$ cat src/hw/rtl/efl_pkg.sv
// efl_pkg: shared types and constants of the exact-fit free-list allocator.
// Used by efl_ctrl, efl_dpath, the top level and the checker.
package efl_pkg;

    localparam int FREE_ENTRIES_DEF = 64;
    localparam int HEADER_BYTES_DEF = 24;
    localparam int ADDR_BITS_DEF    = 48;

    localparam int DATA_W    = 48;
    localparam int SIZE_W    = 32;
    localparam int CFG_IDX_W = 2;
    localparam int WIDE_W    = 64;

    localparam logic [WIDE_W-1:0] BUMP_ROUND = 64'd15;
    localparam logic [WIDE_W-1:0] BUMP_MASK  = ~64'h0f;

    localparam logic CMD_ALLOC = 1'b0;
    localparam logic CMD_FREE  = 1'b1;

    typedef enum logic [1:0] {
        ST_REUSED     = 2'd0,
        ST_FRESH      = 2'd1,
        ST_CHIP_OOM   = 2'd2,
        ST_TABLE_FULL = 2'd3
    } t_status;

    typedef enum logic [CFG_IDX_W-1:0] {
        CFG_DATA_BASE   = 2'd0,
        CFG_CHIP_BASE   = 2'd1,
        CFG_CHIP_LIMIT  = 2'd2,
        CFG_TOTAL_BYTES = 2'd3
    } t_cfg_idx;

    typedef struct packed {
        logic              chip;
        logic [SIZE_W-1:0] size;
        logic [DATA_W-1:0] addr;
    } t_entry;

    typedef struct packed {
        logic    latch;
        logic    push;
        logic    scan_init;
        logic    scan_run;
        logic    take;
        logic    shift_run;
        logic    pop;
        logic    bump;
        logic    emit;
        t_status status;
    } t_dp_cmd;

    typedef struct packed {
        logic is_free;
        logic full;
        logic empty;
        logic hit;
        logic miss;
        logic shift_done;
        logic bump_fail;
    } t_dp_sts;

endpackage

$ cat src/hw/rtl/efl_ctrl.sv
// efl_ctrl: request sequencer of the allocator (dispatch, table scan,
// compaction, bump, reply). Depends on efl_pkg.
module efl_ctrl (
    input  logic             i_clk,
    input  logic             i_rst_n,
    input  logic             start,
    output logic             busy,
    input  efl_pkg::t_dp_sts i_sts,
    output efl_pkg::t_dp_cmd o_cmd
);
    import efl_pkg::*;

    typedef enum logic [2:0] {
        S_IDLE,
        S_DISPATCH,
        S_SCAN,
        S_SHIFT,
        S_BUMP,
        S_CHECK,
        S_REPLY
    } t_state;

    t_state  r_state, n_state;
    t_status r_status, n_status;

    always_comb begin
        n_state  = r_state;
        n_status = r_status;
        o_cmd    = '0;
        o_cmd.status = r_status;
        unique case (r_state)
            S_IDLE: begin
                if (start) begin
                    o_cmd.latch = 1'b1;
                    n_state     = S_DISPATCH;
                end
            end
            S_DISPATCH: begin
                if (i_sts.is_free) begin
                    o_cmd.push = 1'b1;
                    n_status   = i_sts.full ? ST_TABLE_FULL : ST_REUSED;
                    n_state    = S_REPLY;
                end else if (i_sts.empty) begin
                    n_state = S_BUMP;
                end else begin
                    o_cmd.scan_init = 1'b1;
                    n_state         = S_SCAN;
                end
            end
            S_SCAN: begin
                o_cmd.scan_run = 1'b1;
                if (i_sts.hit) begin
                    o_cmd.take = 1'b1;
                    n_status   = ST_REUSED;
                    n_state    = S_SHIFT;
                end else if (i_sts.miss) begin
                    n_state = S_BUMP;
                end
            end
            S_SHIFT: begin
                o_cmd.shift_run = 1'b1;
                if (i_sts.shift_done) begin
                    o_cmd.pop = 1'b1;
                    n_state   = S_REPLY;
                end
            end
            S_BUMP: begin
                o_cmd.bump = 1'b1;
                n_state    = S_CHECK;
            end
            S_CHECK: begin
                n_status = i_sts.bump_fail ? ST_CHIP_OOM : ST_FRESH;
                n_state  = S_REPLY;
            end
            S_REPLY: begin
                o_cmd.emit = 1'b1;
                n_state    = S_IDLE;
            end
            default: n_state = S_IDLE;
        endcase
    end

    always_ff @(posedge i_clk) begin
        if (!i_rst_n) begin
            r_state  <= S_IDLE;
            r_status <= ST_REUSED;
        end else begin
            r_state  <= n_state;
            r_status <= n_status;
        end
    end

    assign busy = (r_state != S_IDLE);

endmodule

$ cat config.mk
export PLATFORM = sky130hd
export DESIGN_NAME = efl_ctrl
export DESIGN_NICKNAME = d
export VERILOG_FILES = /design/src/hw/rtl/efl_pkg.sv /design/src/hw/rtl/efl_ctrl.sv
export SDC_FILE = /design/constraint.sdc
export NUM_CORES = 1
export LEC_CHECK = 0
export BUFFER_PORTS_ARGS = -buffer_cell sky130_fd_sc_hd__buf_2
export CORE_AREA = 4 4 41 43
export CTS_BUF_LIST = sky130_fd_sc_hd__clkbuf_4 sky130_fd_sc_hd__clkbuf_8
export DETAILED_ROUTE_END_ITERATION = 10
export DIE_AREA = 0 0 45 47
export SLEW_MARGIN = 5
export SYNTH_ARGS = -nofsm -noshare
export SYNTH_HDL_FRONTEND = slang
export SYNTH_SLANG_ARGS = --single-unit
$ cat constraint.sdc
create_clock -name i_clk -period 2 [get_ports i_clk]
set_clock_uncertainty 0.2 [all_clocks]
set_input_delay 0.2 -clock i_clk [delete_from_list [all_inputs] [get_ports i_clk]]
set_output_delay 0.2 -clock i_clk [all_outputs]
set_load 0.05 [all_outputs]
* Yosys cells after proc, flatten, opt, wreduce, memory -nomap -nowiden
Index checks and enable logic that the tools add are counted.
** Storage, ports and cells
- Bits in registers :: 5
- Output and inout port bits :: 12
- Input port bits :: 10
- Word-level logic and storage cells :: 42
** Cells by class
- Mux-type cells :: 24
- Reductions and logical operators :: 5
- Equal/unequal tests :: 11
** Operators with widths (number)
- $mux W3 :: 6
- $pmux W3 S6 :: 1
- $mux W2 :: 7
- $eq A3 B3 Y1 const B :: 3
- $mux W1 :: 9
- $ne A2 B2 Y1 const B :: 4
- $eq A3 B2 Y1 const B :: 2
- $pmux W2 S3 :: 1
- $reduce_and A3 Y1 :: 2
- $reduce_bool A3 Y1 :: 2
- $eq A3 B1 Y1 const B :: 1
- $logic_not A3 Y1 :: 1
- $ne A3 B3 Y1 const B :: 1

* Longest topological paths before layout
Gate-level depths: netlist of the first run.
- Depth in word-level cells :: 3
- Mapped depth :: 4
- Depth with buffers taken out :: 3

* Worst setup path before layout of the first run
Ideal clock, no wire load.
- Path kind :: register -> output
- Start point :: register r_state[1]
- End point :: output o_cmd[9] (netlist bit)
- Required time :: 1600 ps
- Buffers on the path :: 0
- Data arrival time :: 1638 ps
- Cell stages (with the launch flop) :: 3
- Setup slack :: -38 ps
- Cells stage by stage :: dfxtp_1 -> nand2b_1 -> nor3b_1
** RTL lines
- start, declared :: line efl_ctrl.sv:23 : t_state r_state, n_state;
- start signal, assigned :: line efl_ctrl.sv:88 : r_state <= n_state;
- end, declared :: line efl_ctrl.sv:9 : output efl_pkg::t_dp_cmd o_cmd

==> flow_metrics.env, run 1 <==
export IMPL_viasPerCell=5.04
export IMPL_cts_clk_slew_worst_paths_ns=0.04
export IMPL_dp_hpwl_um=738
export IMPL_final_util_pct=41.3
export IMPL_seq_area_frac_synth_pct=24.6
export IMPL_yosysWarnings=0
export IMPL_crit_family="flip-flops"
export IMPL_htree_levels=1
export IMPL_power_density_nw_per_um2=871
export IMPL_cts_repair_resize_count=0
export IMPL_place_congestion=0.728
export IMPL_synth_nets=58
export IMPL_yosys_cell_types_count=33
export IMPL_ios=22
export IMPL_cp_data_required_time_ns=1.60
export IMPL_cts_buffers=3
export IMPL_syn_area_um2=407
export IMPL_dpl_cell_count=81
export IMPL_chipHeight_um=47
export IMPL_drtIter0Drc=11
export IMPL_holdBufCountCts=0
export IMPL_p_leak_nw=0.252
export IMPL_worst_pin_slew_ns=0.409
export IMPL_drt_pass1_iterations=4
export IMPL_drc=0
export IMPL_async_reset_ff_share_pct=0
export IMPL_gr_usage_met3_pct=6.13
export IMPL_placed_area_um2=507
export IMPL_top_usage_layer="met2"
export IMPL_p_total_w=0.000467
export IMPL_postCtsSetupBuffers=0
export IMPL_slew_headroom_pct=72.7
export IMPL_portBuffers=21
export IMPL_diodes=0
export IMPL_worst_ir_drop_vdd_uv=346
export IMPL_hp_class="in2reg"
export IMPL_finalNonFillerCells=85
export IMPL_timing_final_crit_share_pct=93.1
export IMPL_fin_area_um2=537
export IMPL_critical_path_buf_inv_count=1
export IMPL_place_ws_ns=0.376
export IMPL_die_w_um=45
export IMPL_worstSetupEndpointType="primary output"
export IMPL_die_area_um2=2120
export IMPL_start_kind="flip-flop"
export IMPL_max_freq_mhz=537
export IMPL_synth_top_area_share_pct=24.6
export IMPL_insertion_delay_ns=0.24
export IMPL_clockBufferDepth=2
export IMPL_fin_crit_ns=1.86
export IMPL_area_delta_synth_final_pct=32.0
export IMPL_synth_ff_type="dfxtp_1"
export IMPL_hold_viol_final=0
export IMPL_cpMaxStageDelayCell="dfxtp_1"
export IMPL_finalSetupViolCount=0
export IMPL_grt_pass1_vias=380
export IMPL_avgRoutedWirePerCell_um=10.9
export IMPL_cts_sinks=5
export IMPL_core_um2=1300
export IMPL_nNetsFinal=81
export IMPL_worstPathCellList="and2b_4 > and3_2 > buf_2"
export IMPL_ys_ff_latch=5
export IMPL_fin_ws_ns=0.138
export IMPL_start_util_pct=31.3
export IMPL_nFillCells=145
export IMPL_tritoncts="done"
export IMPL_grt_setup_unrepaired="no"
export IMPL_grt_first_pass_wirelength_mm=1.52
export IMPL_synth_cells=48
export IMPL_use_met1_pct=11.6
export IMPL_worstSetupPathType="reg2out"
export IMPL_synth_area_per_cell_um2=8.47
export IMPL_cp_arrival_ns=1.46
export IMPL_synth_edff_count=0
export IMPL_layout_drive_gt1_share_pct=50.0
export IMPL_grt_overflow=0
export IMPL_grt_max_degree=16
export IMPL_cts_root_buf="clkbuf_4"
export IMPL_use_met2_pct=15.8
export IMPL_drtAntennaViolNets=0
export IMPL_slew_viol_final=0
export IMPL_status="finished, final reports clean"
export IMPL_cpPeakStageDelay_ns=0.56
export IMPL_grt_usage_pct=10.2
export IMPL_num_vias=428
export IMPL_cp_max_fo=15
export IMPL_cap_violations=0
export IMPL_yosys_top_cells_area="dfxtp_1 25%, a32o_1 7.4%, nor3b_1 5.5%"
export IMPL_multi_input_area_um2=279
export IMPL_synth_top_area_cell="dfxtp_1"
export IMPL_final_seq_area_um2=100
export IMPL_routed_wl_um=927
export IMPL_antenna_found_initial=0
export IMPL_rows=13
==> synthesized netlist by cell type (all sizes together), types with 2 or more instances <==
library cell	number
nand2	2
o21ai	2
nor3b	3
dfxtp	5
a32o	3
and2b	2
nor2b	4
nor2	2
a21oi	3
nor3	5
and2	2
buf	3
==> power by group <==
| part | internal [W] | switching (W) |
|---|---|---|
| Sequential | 0.000112 | 0.0000273 |
| Combinational | 0.0000687 | 0.000129 |
| Clock | 0.0000890 | 0.0000416 |
==> cell type report <==
| cell class | count | area share, % |
|---|---|---|
| flip-flops and latches | 5 | 18.6 |
| multi-input cells | 39 | 52.0 |
| well taps | 15 | 3.50 |
| inverters | 1 | 0.699 |
| repair buffers | 21 | 19.6 |
| clock buffers | 4 | 5.59 |
==> placed cells by master, fill, tap and decap left out, types with 2 or more instances in the layout <==
master     n
a21oi_1    2
nor3b_1    3
nand2_1    2
dfxtp_1    5
nor3_1     4
nor2b_1    3
a32o_1     3
buf_2     21
clkbuf_4   4
==> final timing paths <==
path               start          end  slack, ns  cells past startpoint
max           r_state[2]     o_cmd[4]       0.14                      3
min              i_rst_n   r_state[1]       0.07                      2
max reg2reg   r_state[0]  r_status[0]       0.55                      3
min reg2reg  r_status[0]  r_status[0]       0.29                      1
==> through the flow <==
stage / TNS, ns / hold slack [ns]
after floorplan: -0.109 / 0.126
after global placement: 0 / 0.283
after detailed placement: 0 / 0.282
after CTS: 0 / 0.0566
after global routing: 0 / 0.0826
final: 0 / 0.0708
==> metal layers <==
layer	up-vias	wire, um
met1	192	415
li1	220	-
met4	0	6
met3	2	68
met2	14	437
met5	-	0
==> cell families (layout without fill, tap and decap cells) <==
group           Yosys count  count (layout)  synth area share (%)
simple gates             28              28                  48.3
buf+inv                   4              26                  6.77
compound gates           11              11                  20.3
flops                     5               5                  24.6
==> sequential cells by signal (all words and copies together) (netlist names) <==
| register | flops |
|---|---|
| r_state | 3 |
| r_status | 2 |
Note: power is estimated with default switching activity, not from simulation.
==> run 2: changes to the inputs <==
clock period = 1.6 ns   (was 2 ns; I/O delays follow)
==> flow_metrics.env, run 2 (same netlist as run 1, synthesis figures left out) <==
export IMPL_insertion_delay_ns=0.25
export IMPL_dp_hpwl_um=743
export IMPL_slew_viol_final=0
export IMPL_finalNonFillerCells=88
export IMPL_portBuffers=21
export IMPL_num_vias=454
export IMPL_rr_worst_depth=4
export IMPL_worst_pin_slew_ns=0.287
export IMPL_worstPathCellList="or3_4 > nor2_4 > buf_8"
export IMPL_grt_first_pass_wirelength_mm=1.82
export IMPL_hp_class="in2reg"
export IMPL_multi_input_area_um2=297
export IMPL_cts_root_buf="clkbuf_4"
export IMPL_fin_ws_ns=-0.0167
export IMPL_regToRegEndpoint="r_state[1]"
export IMPL_clockBufferDepth=2
export IMPL_layout_drive_gt1_share_pct=60.3
export IMPL_cp_depth=3
export IMPL_viasPerCell=5.16
export IMPL_avgRoutedWirePerCell_um=12.3
export IMPL_drc=0
export IMPL_hold_viol_final=0
export IMPL_drt_pass1_iterations=4
export IMPL_grt_max_degree=14
export IMPL_routed_wl_mm=1.09
export IMPL_reg2reg_setup_slack_ns=0.21
export IMPL_worst_ir_drop_vdd_uv=483
export IMPL_nNetsFinal=84
export IMPL_p_leak_nw=0.281
export IMPL_cts_clk_slew_worst_paths_ns=0.05
export IMPL_core_um2=1300
export IMPL_max_freq_mhz=619
export IMPL_cp_arrival_ns=1.26
export IMPL_grt_overflow=0
export IMPL_die_w_um=45
export IMPL_cp_max_fo=7
export IMPL_r2r_start="r_state[0]"
export IMPL_timing_final_crit_share_pct=101
export IMPL_diodes=0
export IMPL_fin_crit_ns=1.62
export IMPL_cts_sinks=5
export IMPL_place_congestion=0.691
export IMPL_grt_pass1_vias=440
export IMPL_status="finished with violations"
export IMPL_cap_violations=0
export IMPL_startpoint="r_state[0]"
export IMPL_final_common_cell="buf_2"
export IMPL_start_kind="flip-flop"
export IMPL_largest_reg_flops=3
export IMPL_grt_usage_pct=11.9
export IMPL_grt_setup_unrepaired="yes"
export IMPL_cts_buffers=3
export IMPL_failed_checks="setup timing"
export IMPL_reg_top3="r_state: 3 flops, r_status: 2 flops"
export IMPL_ios=22
export IMPL_area_delta_synth_final_pct=56.6
export IMPL_power_density_nw_per_um2=1030
export IMPL_crit_family="simple AND/OR/NAND/NOR gates"
export IMPL_cp_data_required_time_ns=1.24
export IMPL_drtAntennaViolNets=0
export IMPL_cpPeakStageDelay_ns=0.40
export IMPL_chipHeight_um=47
export IMPL_holdWs_ns=0.0139
export IMPL_antenna_found_initial=0
export IMPL_cpMaxStageDelayCell="or3_4"
export IMPL_start_util_pct=31.3
export IMPL_critical_path_buf_inv_count=1
export IMPL_final_util_pct=48.9
export IMPL_nFillCells=154
export IMPL_slew_headroom_pct=80.6
export IMPL_layout_common_cells="12 x buf_2, 6 x buf_4, 5 x buf_6, 4 x clkbuf_4"
export IMPL_largest_register="r_state"
export IMPL_htree_levels=1
export IMPL_drtIter0Drc=8
export IMPL_dpl_cell_count=83
export IMPL_die_area_um2=2120
export IMPL_final_seq_area_um2=111
export IMPL_worstSetupPathType="reg2out"
export IMPL_tns_ns=-0.0167
export IMPL_worstSetupEndpointType="primary output"
export IMPL_rows=13
export IMPL_crit_end="o_cmd[10]"
export IMPL_tritoncts="done"
export IMPL_finalSetupViolCount=1
[run 2: cell types whose count changed in the layout (fill, tap and decap cells not counted), sizes merged]
cell,change
buf,+3
[run 2: worst register-to-register path: cells and delay by family (launching register included)]
kind / cells / cell delay [ns]
AO/OA/AOI/OAI: 2 / 0.40
flip-flops: 1 / 0.36
AND/OR/NAND/NOR: 1 / 0.16
buffers and inverters: 1 / 0.16
[run 2: stage by stage]
stage | cell area, um2 | total power (W) | setup WS (ns)
5_1_grt | 637 | 0.000693 | -0.0486
3_3_place_gp | 527 | 0.000439 | 0.110
6_report | 637 | 0.000653 | -0.0167
3_5_place_dp | 527 | 0.000440 | 0.103
4_1_cts | 587 | 0.000628 | -0.00927
2_1_floorplan | 412 | 0.000385 | -0.398
[run 2: power by group]
part | switching (W) | internal [W]
sequential | 0.0000249 | 0.000143
clock | 0.0000579 | 0.000112
combinational | 0.000187 | 0.000129
total | 0.000270 | 0.000384
[run 2: how the worst min path moves through the flow]
stage	slack (ns)	from	to	cells after the start
after global routing	0.03	i_rst_n	r_state[1]	2
final	0.01	i_rst_n	r_state[0]	2
after detailed placement	0.27	i_rst_n	r_state[1]	2
after floorplan	0.09	i_rst_n	r_state[1]	1
after CTS	0.01	i_rst_n	r_state[0]	2
after global placement	0.27	i_rst_n	r_state[1]	2
[run 2: metal layers]
layer	routed length, um	GRT usage, %	share of wire (%)	vias to the layer above
met5	0	0	0	-
met4	11	5.26	1.0	0
met3	87	4.60	8.0	2
met2	529	18.6	49	18
met1	456	14.4	42	203
li1	-	-	-	231
[run 2: timing repair]
item                                    in CTS  in global routing
buffers inserted                             0                  1
resized for setup                           13                 15
hold buffers                                 0                  0
pin swaps                                    1                  1
endpoints found under the setup margin      10                  9
[run 2: final cells by class]
| cell class | count | share of cell area [%] |
|---|---|---|
| tap | 15 | 2.95 |
| sequential | 5 | 17.5 |
| clock buffer | 4 | 4.72 |
| inverter | 1 | 0.589 |
| timing repair buffer | 24 | 27.7 |
| multi-input combinational | 39 | 46.6 |
